===== config.mk =====
export PLATFORM = sky130hd
export DESIGN_NAME = rc_pulse_channel_decoder_unmix_core
export DESIGN_NICKNAME = d
export VERILOG_FILES = /design/src/rcpd_pkg.sv /design/src/rcpd_front.sv /design/src/rcpd_queue.sv /design/src/rcpd_back.sv /design/src/rc_pulse_channel_decoder_unmix_core.sv
export SDC_FILE = /design/constraint.sdc
export NUM_CORES = 1
export LEC_CHECK = 0
export ABC_CLOCK_PERIOD_IN_PS = 9890
export BUFFER_PORTS_ARGS = -buffer_cell sky130_fd_sc_hd__buf_2
export CORE_MARGIN = 3
export CORE_UTILIZATION = 36
export CTS_CLUSTER_SIZE = 8
export DETAILED_ROUTE_END_ITERATION = 10
export PLACE_DENSITY = 0.51
export SYNTH_ARGS = -nofsm -noshare
export SYNTH_HDL_FRONTEND = slang
export SYNTH_SLANG_ARGS = --single-unit

===== constraint.sdc =====
create_clock -name clk -period 9.89 [get_ports clk]
set_input_delay 1.978 -clock clk [delete_from_list [all_inputs] [get_ports clk]]
set_output_delay 1.978 -clock clk [all_outputs]
set_load 0.01 [all_outputs]

===== src/rcpd_pkg.sv =====
// Shared types and constants of the pulse channel decoder.
package rcpd_pkg;

	localparam int NUM_CH     = 6;
	localparam int CH_W       = 16;
	localparam int IDX_W      = 4;
	localparam int QDEPTH     = 2;

	localparam logic [IDX_W-1:0] IDX_LIMIT = 4'd10;
	localparam logic [IDX_W-1:0] LAST_CH   = 4'd5;

	// register indexes on the configuration port
	localparam logic [1:0] REG_GAP    = 2'd0;
	localparam logic [1:0] REG_MIN    = 2'd1;
	localparam logic [1:0] REG_OFFSET = 2'd2;

	localparam logic [31:0] GAP_RESET    = 32'd40000;
	localparam logic [31:0] MIN_RESET    = 32'd8000;
	localparam logic [31:0] OFFSET_RESET = 32'd15238;

	// unmixing constants
	localparam logic [CH_W-1:0] THROTTLE_CAP = 16'd18368;
	localparam logic [7:0]      THROTTLE_OFS = 8'd31;
	localparam logic [7:0]      RUDDER_OFS   = 8'd10;
	localparam logic [7:0]      FRONT_OFS    = 8'h3a;
	localparam logic [CH_W-1:0] RIGHT_BASE   = 16'h0800;
	localparam logic [CH_W-1:0] GYRO_LIMIT   = 16'h2300;
	localparam logic [CH_W-1:0] KNOB_BASE    = 16'h0300;
	localparam logic [CH_W-1:0] KNOB_TOP     = 16'h4300;

	// one complete frame of channel widths
	typedef struct packed {
		logic [NUM_CH-1:0][CH_W-1:0] ch;
	} frame_t;

endpackage


===== src/rcpd_front.sv =====
// Front end: edge spacing, frame tracking and channel width capture.
module rcpd_front import rcpd_pkg::*; (
	input  logic        clk,
	input  logic        arst_n,
	input  logic        in_valid,
	input  logic        in_stall,
	input  logic [31:0] edge_time,
	input  logic [31:0] gap_ticks,
	input  logic [31:0] min_ticks,
	input  logic [31:0] offset_ticks,
	output logic        push,
	output frame_t      push_frame
);

	logic [31:0]                 last_q;
	logic [IDX_W-1:0]            idx_q;
	logic [NUM_CH-1:0][CH_W-1:0] width_q;
	logic [31:0]                 delta;
	logic                        is_gap;
	logic                        is_glitch;
	logic                        accept;
	logic                        store;
	logic [CH_W-1:0]             new_width;

	// classify the spacing to the last kept edge
	always_comb begin
		delta     = edge_time - last_q;
		is_gap    = delta > gap_ticks;
		is_glitch = !is_gap && (delta < min_ticks);
		accept    = in_valid && !in_stall;
		store     = accept && !is_gap && !is_glitch;
		new_width = delta[CH_W-1:0] - offset_ticks[CH_W-1:0];
	end

	// hand a finished frame to the queue, last channel taken fresh
	always_comb begin
		push_frame.ch              = width_q;
		push_frame.ch[NUM_CH-1]    = new_width;
		push                       = store && (idx_q == LAST_CH);
	end

	// advance frame state
	always_ff @(posedge clk or negedge arst_n) begin
		if (!arst_n) begin
			last_q  <= '0;
			idx_q   <= '0;
			width_q <= '0;
		end else if (accept && is_gap) begin
			last_q <= edge_time;
			idx_q  <= '0;
		end else if (store) begin
			last_q <= edge_time;
			for (int i = 0; i < NUM_CH; i++) begin
				if (idx_q == IDX_W'(i)) begin
					width_q[i] <= new_width;
				end
			end
			if (idx_q < IDX_LIMIT) begin
				idx_q <= idx_q + 1'b1;
			end
		end
	end

endmodule


===== src/rcpd_queue.sv =====
// Two-entry frame queue between front end and unmixing stage.
module rcpd_queue import rcpd_pkg::*; (
	input  logic   clk,
	input  logic   arst_n,
	input  logic   push,
	input  frame_t push_frame,
	input  logic   pop,
	output logic   full,
	output logic   head_valid,
	output frame_t head_frame
);

	localparam int PTR_W = $clog2(QDEPTH);
	localparam int CNT_W = $clog2(QDEPTH + 1);

	frame_t             mem_q [QDEPTH];
	logic [PTR_W-1:0]   wr_q;
	logic [PTR_W-1:0]   rd_q;
	logic [CNT_W-1:0]   cnt_q;

	assign full       = (cnt_q == CNT_W'(QDEPTH));
	assign head_valid = (cnt_q != '0);
	assign head_frame = mem_q[rd_q];

	// store entry
	always_ff @(posedge clk) begin
		if (push) begin
			mem_q[wr_q] <= push_frame;
		end
	end

	// advance pointers and fill count
	always_ff @(posedge clk or negedge arst_n) begin
		if (!arst_n) begin
			wr_q  <= '0;
			rd_q  <= '0;
			cnt_q <= '0;
		end else begin
			if (push) begin
				wr_q <= (wr_q == PTR_W'(QDEPTH - 1)) ? '0 : wr_q + 1'b1;
			end
			if (pop) begin
				rd_q <= (rd_q == PTR_W'(QDEPTH - 1)) ? '0 : rd_q + 1'b1;
			end
			unique case ({push, pop})
				2'b10:   cnt_q <= cnt_q + 1'b1;
				2'b01:   cnt_q <= cnt_q - 1'b1;
				default: cnt_q <= cnt_q;
			endcase
		end
	end

endmodule


===== src/rcpd_back.sv =====
// Back end: unmix a frame into helicopter controls and hold the result.
module rcpd_back import rcpd_pkg::*; (
	input  logic       clk,
	input  logic       arst_n,
	input  logic       head_valid,
	input  frame_t     head_frame,
	output logic       pop,
	input  logic       out_stall,
	output logic       out_valid,
	output logic [7:0] throttle,
	output logic [7:0] rudder,
	output logic [7:0] cyclic_front,
	output logic [7:0] cyclic_right,
	output logic       gyro_switch,
	output logic [7:0] right_knob,
	output logic [7:0] left_knob
);

	logic [CH_W-1:0] c0, c1, c2, c3, c4, c5;
	logic [CH_W-1:0] up, t_front, t_right, t_left, knob;
	logic [7:0]      thr_d, rud_d, front_d, right_d, rknob_d, left_d;
	logic            gyro_d;
	logic            out_valid_q;
	logic [7:0]      thr_q, rud_q, front_q, right_q, rknob_q, left_q;
	logic            gyro_q;

	// unmix in 16-bit modular arithmetic
	always_comb begin
		c0      = head_frame.ch[0];
		c1      = head_frame.ch[1];
		c2      = head_frame.ch[2];
		c3      = head_frame.ch[3];
		c4      = head_frame.ch[4];
		c5      = head_frame.ch[5];
		up      = (c2 >= THROTTLE_CAP) ? (THROTTLE_CAP - 1'b1) : c2;
		thr_d   = up[13:6] - THROTTLE_OFS;
		rud_d   = c3[13:6] - RUDDER_OFS;
		t_front = c0 - {c1[CH_W-2:0], 1'b0} - c5;
		front_d = t_front[15:8] - FRONT_OFS;
		t_right = RIGHT_BASE - c5 - c0;
		right_d = t_right[14:7];
		gyro_d  = c4 < GYRO_LIMIT;
		knob    = c4 - KNOB_BASE;
		rknob_d = (c4 >= KNOB_TOP) ? 8'hff : knob[12:5];
		t_left  = c0 + c1 - c5 - {1'b0, c2[CH_W-1:1]};
		left_d  = t_left[15:8];
	end

	// load the output register whenever it is empty or being taken
	assign pop = head_valid && (!out_valid_q || !out_stall);

	always_ff @(posedge clk or negedge arst_n) begin
		if (!arst_n) begin
			out_valid_q <= 1'b0;
		end else if (!out_valid_q || !out_stall) begin
			out_valid_q <= head_valid;
		end
	end

	always_ff @(posedge clk) begin
		if (pop) begin
			thr_q   <= thr_d;
			rud_q   <= rud_d;
			front_q <= front_d;
			right_q <= right_d;
			gyro_q  <= gyro_d;
			rknob_q <= rknob_d;
			left_q  <= left_d;
		end
	end

	assign out_valid    = out_valid_q;
	assign throttle     = thr_q;
	assign rudder       = rud_q;
	assign cyclic_front = front_q;
	assign cyclic_right = right_q;
	assign gyro_switch  = gyro_q;
	assign right_knob   = rknob_q;
	assign left_knob    = left_q;

endmodule


===== src/rc_pulse_channel_decoder_unmix_core.sv =====
// The edge that completes channel 5 enters the frame queue at its accepting clock edge, and
// the result is registered from the queue head once the output register is empty or taken.
// Throughput: one edge per cycle while in_stall is low; the front end keeps spacing,
// index and widths in registers, and in_stall rises only when the two-entry
// frame queue is full behind a stalled output register.
// Reset: clears last edge time, channel index, widths, queue and output valid;
// configuration registers return to gap 40000, minimum 8000, offset 15238.
module rc_pulse_channel_decoder_unmix_core import rcpd_pkg::*; (
	input  logic        clk,
	input  logic        arst_n,
	input  logic        in_valid,
	output logic        in_stall,
	input  logic [31:0] edge_time,
	output logic        out_valid,
	input  logic        out_stall,
	output logic [7:0]  throttle,
	output logic [7:0]  rudder,
	output logic [7:0]  cyclic_front,
	output logic [7:0]  cyclic_right,
	output logic        gyro_switch,
	output logic [7:0]  right_knob,
	output logic [7:0]  left_knob,
	input  logic        psel,
	input  logic        penable,
	input  logic        pwrite,
	input  logic [3:0]  paddr,
	input  logic [31:0] pwdata,
	output logic [31:0] prdata,
	output logic        pready
);

	logic [31:0] gap_q, min_q, offset_q;
	logic        cfg_wr;
	logic [1:0]  reg_sel;
	logic        push, pop, q_full, head_valid;
	frame_t      push_frame, head_frame;

	// configuration registers
	assign pready  = 1'b1;
	assign cfg_wr  = psel && penable && pwrite && pready;
	assign reg_sel = paddr[3:2];

	always_ff @(posedge clk or negedge arst_n) begin
		if (!arst_n) begin
			gap_q    <= GAP_RESET;
			min_q    <= MIN_RESET;
			offset_q <= OFFSET_RESET;
		end else if (cfg_wr) begin
			unique case (reg_sel)
				REG_GAP:    gap_q    <= pwdata;
				REG_MIN:    min_q    <= pwdata;
				REG_OFFSET: offset_q <= pwdata;
				default:    ;
			endcase
		end
	end

	always_comb begin
		unique case (reg_sel)
			REG_GAP:    prdata = gap_q;
			REG_MIN:    prdata = min_q;
			REG_OFFSET: prdata = offset_q;
			default:    prdata = '0;
		endcase
	end

	// hold edges while the frame queue is full
	assign in_stall = q_full;

	rcpd_front u_front (
		.clk          (clk),
		.arst_n       (arst_n),
		.in_valid     (in_valid),
		.in_stall     (in_stall),
		.edge_time    (edge_time),
		.gap_ticks    (gap_q),
		.min_ticks    (min_q),
		.offset_ticks (offset_q),
		.push         (push),
		.push_frame   (push_frame)
	);

	rcpd_queue u_queue (
		.clk        (clk),
		.arst_n     (arst_n),
		.push       (push),
		.push_frame (push_frame),
		.pop        (pop),
		.full       (q_full),
		.head_valid (head_valid),
		.head_frame (head_frame)
	);

	rcpd_back u_back (
		.clk          (clk),
		.arst_n       (arst_n),
		.head_valid   (head_valid),
		.head_frame   (head_frame),
		.pop          (pop),
		.out_stall    (out_stall),
		.out_valid    (out_valid),
		.throttle     (throttle),
		.rudder       (rudder),
		.cyclic_front (cyclic_front),
		.cyclic_right (cyclic_right),
		.gyro_switch  (gyro_switch),
		.right_knob   (right_knob),
		.left_knob    (left_knob)
	);

endmodule


==> PnR_summary.wiki, run 1 <==
{| class="wikitable"
! Metric !! Value
|-
| Result of the run || finished clean
|-
| Residual DRC || 0
|-
| Synth-to-layout area growth || 15.7%
|-
| Placement Rows || 91
|-
| Startpoint Class || primary input
|-
| Top flip-flop cell by instance count after synthesis || edfxtp_1
|-
| Proportion of layout cells with a drive suffix above 1 || 0.212
|-
| Number of flops mapped to enable cells by yosys || 213
|-
| Count of cell types in the netlist || 76
|-
| Summed instance area of the synthesized netlist || 22,600 um2
|-
| Static leakage || 11.3 nW
|-
| # port buffers || 155
|-
| Area enclosed by the die boundary || around 66,000 um2
|-
| Largest family of logic cells by synthesized area || adder cells
|-
| Clock tree from TritonCTS || done
|-
| Achievable frequency || roughly 120 MHz
|-
| Latest clock arrival within the worst-skew pair || 0.61 ns
|-
| Cts repair resizes || 0
|-
| Avg Vias per Cell || between 4 and 5
|-
| Fraction of synthesized area in multiplexers || 0.125
|-
| Mean cell area of the mapped netlist || 12.1 um2
|-
| Utilization after layout || 0.422
|-
| Critical path endpoint category || register
|-
| Worst-case vdd ir drop || around 0.19 mV
|-
| Global-route wire length before repair || ~84 mm
|-
| Detailed-routing iteration count for the pre-antenna-repair pass || 5
|-
| Smallest hold slack || 0.455 ns
|-
| Post-synth net total || 2,155
|-
| Global-route total usage across every layer || 0.161
|-
| Total Nets Final || approximately 2,300
|-
| Number of antenna violations at the first check in global routing || 5
|-
| Die X || 257 um
|-
| Post-detailed-routing wire length || 53.0 mm
|-
| Startpoint of the lowest-slack hold path || u_front.push_frame[37]
|-
| Setup Crit Path Kind || in2reg
|-
| Total power divided by cell area || 392 nW/um2
|-
| Io pins || 159
|-
| Post-route fraction of the period consumed by the critical path || 0.874
|-
| CTS sink cnt || 416
|-
| CTS root buf || clkbuf_16
|-
| Synth async-reset ratio || 0.488
|-
| Register clock-pin slew on the reported worst setup and hold paths || 0.05 ns
|-
| Time the final worst path needs with I/O delays and setup || around 8.6 ns
|-
| Worst min-delay path category || reg2reg
|-
| GPL Wtd Cong || 0.864
|-
| Starting density of the core || 0.365
|-
| Fraction of the mapped netlist area in adder cells || 0.135
|-
| Number of setup violations in the final report || 0
|-
| Maximum fanout count along the critical path || 82
|-
| Sequential element share of the synthesized area || 0.509
|-
| Max-slew headroom || 0.250
|-
| Required arrival time at the worst endpoint || 10.12 ns
|-
| Number of design-rule violations left by the first detailed-router iteration || 636
|-
| Clock Path Buffers || 3
|-
| Post-detailed-route wirelength per cell || between 15 and 20 um
|-
| Core box area || around 62,000 um2
|-
| Cell count after synthesis || approximately 1,900
|-
| Share of synthesized cell area in and, or, nand and nor gates || 0.0687
|-
| Launching element of the worst setup path || edge_time[0]
|-
| Number of buffers inserted by post-CTS setup repair || 0
|-
| Maximum number of pins on one net before global-route repair || between 90 and 100
|-
| CTS Hold Bufs || 0
|-
| Number of warning messages in the yosys log || 0
|-
| H-Tree Depth || 2
|-
| Worst Tran Pin Value || 1.12 ns
|-
| Maximum Capacitance Violations || 0
|-
| Filler Cell Count || 5,925
|-
| Fraction of the mapped netlist area in compound gates || 0.0864
|-
| Arrival time at the worst endpoint || 8.87 ns
|-
| RSZ-0062 raised after global routing || no
|-
| Launch point of the worst reg-to-reg path || u_front.last_q[0]
|-
| Final Max Slew Viols || 0
|-
| Number of global-route vias before repair || 15,000
|-
| Fin. Hold Viols || 0
|-
| Detailed Place HPWL || between 30 and 40 mm
|-
| Leftover overflow at the end of global routing || 0
|-
| CTS buffer count || 58
|-
| Die Y || 257 um
|-
| DR vias || ~14,000
|-
| Flip-flop and latch count after synthesis || 416
|-
| XOR/XNOR share of the synthesized area || 0.0374
|-
| Clock skew || 0.0265 ns
|-
| Remaining antenna violation count || 0
|}
critical path: stages:
cell and delay [ns]:
buf_2 0.12, inv_1 0.06, ha_1 0.27, inv_1 0.08
fa_1 0.40, a21oi_1 0.20, o21ai_0 0.19, o41ai_1 0.54
a31oi_1 0.26, o41ai_2 0.58, o311ai_1 0.37, o41ai_1 0.48
xnor2_1 0.21, ha_1 0.35, nand4_1 0.12, nor4_1 0.50
nor3b_1 0.31, and4_1 0.23, a21o_1 0.19, and3b_1 0.43
nand2b_1 0.24, nor3_4 0.24, buf_12 0.40
logic make-up (layout without fill, tap and decap cells):
logic type      count (synthesis)  after routing
buf+inv                       221            443
mux                           262            262
fa+ha+maj                     218            218
other cells                     1              3
simple gates                  337            337
flops                         416            416
xor+xnor                       95             95
compound gates                313            313
flip-flops by register name, summed over array words and instances (netlist names), 32 cells and up:
signal,flops
gap_q,32
min_q,32
offset_q,32
u_front.last_q,32
u_front.push_frame,66
u_queue.mem_q,164
final cells by class:
type	count	area, um2	share of cell area
Sequential cell	416	11500	0.440
Multi-Input combinational cell	1226	10300	0.394
Clock buffer	101	1620	0.0621
Tap cell	837	1050	0.0401
Timing Repair Buffer	175	972	0.0372
Inverter	164	616	0.0236
Clock inverter	3	76.3	0.00292
Antenna cell	2	5.00	0.000191
cell usage in the layout (no fill, tap or decap), types with 4 or more instances in the layout:
cell,instances
mux2_2,162
ha_1,173
edfxtp_1,213
inv_1,164
nor2b_1,13
nand2b_1,11
o21a_1,9
xor2_1,37
a21boi_0,5
o41ai_1,4
o211ai_1,5
o21ai_0,115
clkbuf_1,42
a21o_1,37
a211oi_1,10
nand2_1,140
nor2_1,68
a31oi_1,9
buf_2,154
dfrtp_1,183
xnor2_1,57
fa_1,44
o21bai_1,5
a21oi_1,74
mux2i_1,99
dfstp_2,19
and3_1,8
clkbuf_16,58
or2_2,6
nor3_1,25
nand3_1,23
buf_4,17
nand4_1,13
final timing paths:
kind,end,slack (ns),cells past startpoint
max in group asynchronous,u_queue.rd_q,6.90,2
hold reg to reg,u_queue.mem_q[0][37],0.45,0
setup / recovery,u_queue.mem_q[0][38],1.25,23
min in group asynchronous,u_front.push_frame[74],1.44,1
hold / removal,u_queue.mem_q[0][37],0.45,0
setup reg to reg,u_queue.mem_q[0][38],2.45,21
per-stage QoR:
stage | power [mW] | setup slack, ns | instances | instance area [um2] | TNS [ns]
after floorplan | 6.80 | -0.0407 | 1863 | 22600 | -6.68
after global placement | 8.35 | 0.776 | 2818 | 24400 | 0
after detailed placement | 8.48 | 0.685 | 2818 | 24400 | 0
after CTS | 10.4 | 1.31 | 2922 | 26100 | 0
after global routing | 11.1 | 0.791 | 2923 | 26100 | 0
final | 10.2 | 1.25 | 2924 | 26100 | 0
synth_stat cells (all sizes together), types with 4 or more instances:
library cell,count,share of area
edfxtp,213,0.28
dfrtp,184,0.20
ha,173,0.096
inv,164,0.027
mux2,163,0.081
nand2,140,0.023
o21ai,118,0.026
mux2i,99,0.044
a21oi,76,0.017
nor2,69,0.011
xnor2,57,0.022
fa,44,0.039
clkbuf,39,0.0065
a21o,37,0.012
xor2,37,0.014
nor3,28,0.0062
nand3,23,0.0051
dfstp,19,0.022
buf,18,0.0042
nor2b,14,0.0039
nand4,13,0.0036
nand2b,11,0.0030
a211oi,10,0.0033
a31oi,9,0.0025
o21a,9,0.0030
and3,8,0.0022
o211ai,6,0.0022
or2,6,0.0017
a21boi,5,0.0017
o21bai,5,0.0017
o41ai,5,0.0023
nor3b,4,0.0013
per-layer routing:
metal,vias up,part of all wire,global-route usage
met2,267,0.48,0.277
met5,-,0.00087,0
met4,6,0.025,0.0483
met3,76,0.042,0.0264
met1,7032,0.45,0.210
li1,7017,-,-
power by group:
group	total, mW	switching [mW]	internal [mW]
sequential	2.84	0.261	2.58
combinational	5.55	3.27	2.28
clock	1.84	0.742	1.10
total	10.2	4.27	5.96
(Power assumes the default switching activity.)
==> run 2, diff against run 1 <==
--- a/config.mk
+++ b/config.mk
@@ -12,6 +12,8 @@
 export CTS_CLUSTER_SIZE = 8
 export DETAILED_ROUTE_END_ITERATION = 10
 export PLACE_DENSITY = 0.51
+export RECOVER_POWER = 100
+export SKIP_CTS_REPAIR_TIMING = 1
 export SYNTH_ARGS = -nofsm -noshare
 export SYNTH_HDL_FRONTEND = slang
 export SYNTH_SLANG_ARGS = --single-unit
==> constraint.sdc (replaced) <==
create_clock -name clk -period 9.89 [get_ports clk]
set_input_delay 0.4945 -clock clk [delete_from_list [all_inputs] [get_ports clk]]
set_output_delay 0.4945 -clock clk [all_outputs]
set_load 0.01 [all_outputs]
==> run 2 against run 1 <==
Effect of this change:
- the flow now finishes with violations (max-capacitance violations, max-slew violations)
- die area is the same
- clock skew grew 0.023 ns
- clock power is essentially flat
- flip-flop and latch count is the same
- utilization shrank 0.36 points
- non-clock buffer count is the same
- final cell count grew 0.17%
- first-iteration DRC count grew 4.4%
- critical path type is now reg2reg
- critical endpoint is now u_front.last_q[16]
==> PnR_summary.wiki, run 2 (synthesis gave the netlist of run 1 again) <==
{| class="wikitable"
! Metric !! Value
|-
| Startpoint Class || register
|-
| GPL Wtd Cong || slightly below 0.9
|-
| Number of setup violations in the final report || 0
|-
| Time the final worst path needs with I/O delays and setup || 8.24 ns
|-
| Post-layout instance count excluding filler cells || 2,929
|-
| CTS buffer count || 58
|-
| Achievable frequency || roughly 120 MHz
|-
| Avg Vias per Cell || just under 5
|-
| Maximum number of pins on one net before global-route repair || 83
|-
| Critical path endpoint category || register
|-
| Arrival time at the worst endpoint || 8.71 ns
|-
| Synth-to-layout area growth || 14.7%
|-
| Global-route wire length before repair || 84.7 mm
|-
| Reg-to-reg slack, setup || approximately 1.7 ns
|-
| Area enclosed by the die boundary || 65,800 um2
|-
| Sw frac || 0.419
|-
| Static leakage || around 11 nW
|-
| Number of flip-flops under the largest register name || 164
|-
| Final setup margin || 1.65 ns
|-
| DR vias || about 15,000
|-
| Worst Tran Pin Value || 4.37 ns
|-
| Leftover overflow at the end of global routing || 0
|-
| Filler Cell Count || 5,992
|-
| Residual DRC || 0
|-
| Total Nets Final || 2,333
|-
| Most common cell after layout, fill and taps aside || edfxtp_1
|-
| Cell-by-cell trace of the critical path || ha_1 > inv_1 > fa_1 > a21oi_1 > o21ai_0 > o41ai_1 > a31oi_1 > o41ai_1 > o311ai_0 > o41ai_1 > xnor2_1 > ha_1 > nand4_1 > nor4_1 > nor3b_1 > o41ai_1 > a21o_1 > nor2b_1 > nor2_2 > mux2_2
|-
| Final Instance Area || 25,900 um2
|-
| Clock tree from TritonCTS || done
|-
| Number of antenna violations at the first check in global routing || 5
|-
| Sequential share of power || 0.278
|-
| H-Tree Depth || 2
|-
| Clock share of power || 0.183
|-
| Required arrival time at the worst endpoint || approximately 10 ns
|-
| Setup Crit Path Kind || reg2reg
|-
| Most frequent cells in the layout || 213 x edfxtp_1, 184 x dfrtp_1, 173 x ha_1, 164 x inv_1, 160 x mux2_2
|-
| Sw power || 4.29 mW
|-
| Post-detailed-route wirelength per cell || 18.1 um
|-
| Register with the most flip-flops || u_queue.mem_q
|-
| RSZ-0062 raised after global routing || no
|-
| Clock skew || 0.0496 ns
|-
| Number of design-rule violations left by the first detailed-router iteration || 664
|-
| Remaining antenna violation count || 0
|-
| Pre-CTS setup slack || roughly 2 ns
|-
| Maximum Capacitance Violations || 9
|-
| # port buffers || approximately 160
|-
| Flip-flop and latch area || 11,500 um2
|-
| Die X || 257 um
|-
| Placed Instance Area || between 20,000 and 25,000 um2
|-
| Violated checks || max-capacitance violations, max-slew violations
|-
| CTS root buf || clkbuf_16
|-
| Longest individual stage delay on the worst path || 1.38 ns
|-
| Number of global-route vias before repair || 15,100
|-
| Post-route fraction of the period consumed by the critical path || 0.833
|-
| Fin. Hold Viols || 0
|-
| Detailed Place HPWL || 37.4 mm
|-
| Io pins || ~160
|-
| Most frequent CP cell || o41ai_1
|-
| Detailed-routing iteration count for the pre-antenna-repair pass || 7
|-
| Proportion of layout cells with a drive suffix above 1 || 0.161
|-
| Result of the run || finished with violations
|-
| Final total negative setup slack || 0 ns
|-
| Starting density of the core || 0.365
|-
| Multi-input gate area || 10,200 um2
|-
| Slowest stage cell on the critical path || nor2_2
|-
| Final Max Slew Viols || 484
|-
| Internal Pwr Total || about 6 mW
|-
| Register clock-pin slew on the reported worst setup and hold paths || 0.05 ns
|-
| Utilization after layout || 0.418
|-
| Core box area || 61,900 um2
|-
| Placement Rows || 91
|-
| Clock Path Buffers || 3
|-
| Worst min-delay path category || in2reg
|-
| Maximum fanout count along the critical path || 32
|-
| Global-route total usage across every layer || 0.162
|-
| Max-slew headroom || -1.91
|-
| Die Y || 257 um
|-
| Latest clock arrival within the worst-skew pair || 0.63 ns
|-
| Instance count after placement with tap cells included || 2,817
|-
| Comb pwr share || 0.539
|-
| Post-detailed-routing wire length || 53.0 mm
|-
| Worst-case vdd ir drop || 0.230 mV
|-
| CTS sink cnt || 416
|-
| Total power divided by cell area || 395 nW/um2
|-
| Smallest hold slack || 0.102 ns
|-
| Post-route total power || between 10 and 15 mW
|}
run 2: power by group through the flow:
stage          sequential (mW)  combinational [mW]  clock [mW]
2_1_floorplan             2.81                3.99           0
3_5_place_dp              2.87                5.68           0
4_1_cts                   2.84                5.71        1.93
6_report                  2.85                5.51        1.87
5_1_grt                   2.91                6.24        2.01
3_3_place_gp              2.84                5.56           0
run 2: layout make-up:
class                   instances  area share
diodes                          2    0.000193
clock buffers                 106      0.0637
clock inverters                 3     0.00256
inverters                     164      0.0238
multi-input cells            1226       0.394
flip-flops and latches        416       0.444
well taps                     837      0.0404
repair buffers                175      0.0311
run 2: metal layers:
metal,routed length (um),vias up,GRT usage
met4,1140,4,0.0400
li1,-,7023,-
met3,2250,83,0.0269
met2,25600,275,0.276
met5,34,-,0
met1,24000,7147,0.216
run 2: critical path, delay by kind of cell, from the launching register on:
kind	cells	cell delay (ns)
mux	1	0.44
compound gates	9	3.39
xor+xnor	1	0.22
fa+ha+maj	3	1.05
flops	1	0.34
simple gates	5	2.52
buf+inv	1	0.08
run 2: path summary, 6_finish.rpt:
check,from,to,cells after the start
max,u_front.last_q[0],u_front.last_q[16],20
min in group asynchronous,arst_n,u_front.push_frame[38],2
max in group asynchronous,arst_n,min_q[7],3
max reg2reg,u_front.last_q[0],u_front.last_q[16],20
min,pwdata[1],gap_q[1],3
min reg2reg,u_front.push_frame[59],u_queue.mem_q[0][59],0
==> run 3, diff against run 2 <==
--- a/config.mk
+++ b/config.mk
@@ -5,7 +5,7 @@
 export SDC_FILE = /design/constraint.sdc
 export NUM_CORES = 1
 export LEC_CHECK = 0
-export ABC_CLOCK_PERIOD_IN_PS = 9890
+export ABC_CLOCK_PERIOD_IN_PS = 6900
 export BUFFER_PORTS_ARGS = -buffer_cell sky130_fd_sc_hd__buf_2
 export CORE_MARGIN = 3
 export CORE_UTILIZATION = 36
==> constraint.sdc (replaced) <==
create_clock -name clk -period 6.9 [get_ports clk]
set_input_delay 0.345 -clock clk [delete_from_list [all_inputs] [get_ports clk]]
set_output_delay 0.345 -clock clk [all_outputs]
set_load 0.01 [all_outputs]
==> run 3 against run 2 <==
Effect of this change:
- the flow still finishes with violations (max-capacitance violations, max-slew violations)
- utilization increased by 0.87 points
- die area did not move
- largest power group unchanged
- first-iteration DRC count down 17%
- global-route usage fell by 0.11 points
- critical endpoint is now u_queue.mem_q[0][27]
- hold slack got worse by 0.092 ns
==> PnR_summary.wiki, run 3 (synthesis gave the netlist of run 1 again) <==
{| class="wikitable"
! Metric !! Value
|-
| Die X || around 260 um
|-
| H-Tree Depth || 2
|-
| Most common cell after layout, fill and taps aside || edfxtp_1
|-
| Sw power || 6.12 mW
|-
| Startpoint Class || register
|-
| Clock tree from TritonCTS || done
|-
| Required arrival time at the worst endpoint || 7.18 ns
|-
| Result of the run || finished with violations
|-
| Total Nets Final || between 2,000 and 2,500
|-
| CTS sink cnt || 416
|-
| Synth-to-layout area growth || 17.1%
|-
| M2 GR Usage || 0.272
|-
| Die Y || 257 um
|-
| Cell-by-cell trace of the critical path || ha_1 > inv_1 > fa_1 > a21oi_1 > o21ai_0 > o41ai_1 > a31oi_1 > o41ai_2 > buf_4 > o311ai_1 > o41ai_1 > xnor2_1 > ha_1 > nand4_1 > nor4_2 > nor3b_2 > and4_1 > a21o_1 > and3b_1 > nand2b_1 > nor3_4 > buf_12 > buf_4
|-
| CTS root buf || clkbuf_16
|-
| Leftover overflow at the end of global routing || 0
|-
| Number of design-rule violations left by the first detailed-router iteration || 551
|-
| CTS buffer count || 58
|-
| Pre-CTS setup slack || 0.404 ns
|-
| Time the final worst path needs with I/O delays and setup || about 6.4 ns
|-
| Area enclosed by the die boundary || approximately 66,000 um2
|-
| Post-detailed-routing wire length || 53.2 mm
|-
| Final Max Slew Viols || 483
|-
| Achievable frequency || 156 MHz
|-
| Max-slew headroom || -1.83
|-
| Final setup margin || 0.508 ns
|-
| DR vias || 14,600
|-
| Placed Instance Area || 24,600 um2
|-
| Post-detailed-route wirelength per cell || roughly 18 um
|-
| Violated checks || max-capacitance violations, max-slew violations
|-
| Clock skew || 0.0487 ns
|-
| Avg Vias per Cell || between 4 and 5
|-
| Io pins || 159
|-
| Core box area || 61,900 um2
|-
| Smallest hold slack || 0.00962 ns
|-
| Multi-input gate area || about 10,000 um2
|-
| Most frequent cells in the layout || 213 x edfxtp_1, 183 x dfrtp_1, 173 x ha_1, 164 x inv_1, 162 x mux2_2
|-
| Detailed Place HPWL || just under 40 mm
|-
| Global-route total usage across every layer || 0.161
|-
| Proportion of layout cells with a drive suffix above 1 || 0.168
|-
| Filler Cell Count || 5,920
|-
| Starting density of the core || 0.365
|-
| Placement Rows || 91
|-
| Number of global-route vias before repair || 14,900
|-
| Worst-case vdd ir drop || 0.304 mV
|-
| Residual DRC || 0
|-
| Clock share of power || 0.183
|-
| Number of setup violations in the final report || 0
|-
| Comb pwr share || 0.538
|-
| Fin. Hold Viols || 0
|-
| Static leakage || 11.2 nW
|-
| Maximum number of pins on one net before global-route repair || between 70 and 80
|-
| Arrival time at the worst endpoint || ~6.7 ns
|-
| Maximum fanout count along the critical path || 19
|-
| # port buffers || 155
|-
| Setup Crit Path Kind || reg2reg
|-
| Global route hottest layer || met2
|-
| Clock Path Buffers || 3
|-
| Post-route total power || 14.7 mW
|-
| Total power divided by cell area || 555 nW/um2
|-
| Reg-to-reg slack, setup || between 0.5 and 0.6 ns
|-
| GPL Wtd Cong || 0.843
|-
| Global-route wire length before repair || 84.0 mm
|-
| Worst min-delay path category || in2reg
|-
| Post-route fraction of the period consumed by the critical path || 0.926
|-
| Final Instance Area || 26,500 um2
|-
| Latest clock arrival within the worst-skew pair || between 0.6 and 0.7 ns
|-
| Maximum Capacitance Violations || 10
|-
| Utilization after layout || 0.427
|-
| Sw frac || 0.417
|-
| Met1 track utilization from global routing || 0.214
|-
| Final total negative setup slack || 0 ns
|-
| RSZ-0062 raised after global routing || no
|-
| Number of antenna violations at the first check in global routing || 3
|-
| GR Util met3 || 0.0265
|-
| Register clock-pin slew on the reported worst setup and hold paths || roughly 0.050 ns
|-
| Slowest stage cell on the critical path || o41ai_1
|-
| Detailed-routing iteration count for the pre-antenna-repair pass || 5
|-
| Register with the most flip-flops || u_queue.mem_q
|-
| Instance count after placement with tap cells included || 2,831
|-
| Post-layout instance count excluding filler cells || 2,982
|-
| Number of flip-flops under the largest register name || ~160
|-
| Flip-flop and latch area || 11,500 um2
|-
| Remaining antenna violation count || 0
|-
| Internal Pwr Total || about 8.6 mW
|-
| Longest individual stage delay on the worst path || 0.41 ns
|-
| Critical path endpoint category || register
|-
| Worst Tran Pin Value || 4.24 ns
|-
| Sequential share of power || 0.279
|}
run 3: changes by cell type in the layout (fill, tap and decap cells not counted), sizes merged:
cell,change
buf,+7
clkbuf,+8
diode,+2
dlygate4sd3,+36
run 3: power by group through the flow:
| stage | registers (mW) | logic (mW) | clock network [mW] |
|---|---|---|---|
| 2_1_floorplan | 4.03 | 5.74 | 0 |
| 3_3_place_gp | 4.10 | 7.92 | 0 |
| 3_5_place_dp | 4.13 | 8.09 | 0 |
| 4_1_cts | 4.09 | 8.15 | 2.77 |
| 5_1_grt | 4.18 | 8.91 | 2.87 |
| 6_report | 4.10 | 7.89 | 2.68 |
run 3: worst paths after layout:
kind / to / startpoint / depth (start not counted)
max: u_queue.mem_q[0][27] / u_front.last_q[0] / 23
min: gap_q[8] / pwdata[8] / 3
max reg2reg: u_queue.mem_q[0][27] / u_front.last_q[0] / 23
min reg2reg: u_queue.mem_q[1][59] / u_front.push_frame[59] / 0
max in group asynchronous: offset_q[10] / arst_n / 3
min in group asynchronous: gap_q[18] / arst_n / 2
run 3: metal layers:
layer | wire (um) | vias to the layer above
met5 | 17 | -
met1 | 25000 | 7188
li1 | - | 7137
met3 | 1830 | 72
met2 | 25100 | 245
met4 | 1220 | 2
run 3: critical path, delay by kind of cell (launching register included):
family / cells / cell delay [ns]
adders and majority gates: 3 / 1.02
DFF: 1 / 0.34
AOI/OAI and AO/OA: 8 / 2.11
buffers and inverters: 4 / 0.72
xor gates and xnor gates: 1 / 0.19
and+or+nand+nor: 7 / 1.65
run 3: final cells by class:
type / instances / area share
antenna: 4 / 0.000378
clock buffer: 107 / 0.0626
clock inverter: 3 / 0.00251
inverter: 164 / 0.0233
multi-input combinational: 1226 / 0.389
sequential: 416 / 0.435
tap: 837 / 0.0396
timing repair buffer: 225 / 0.0480
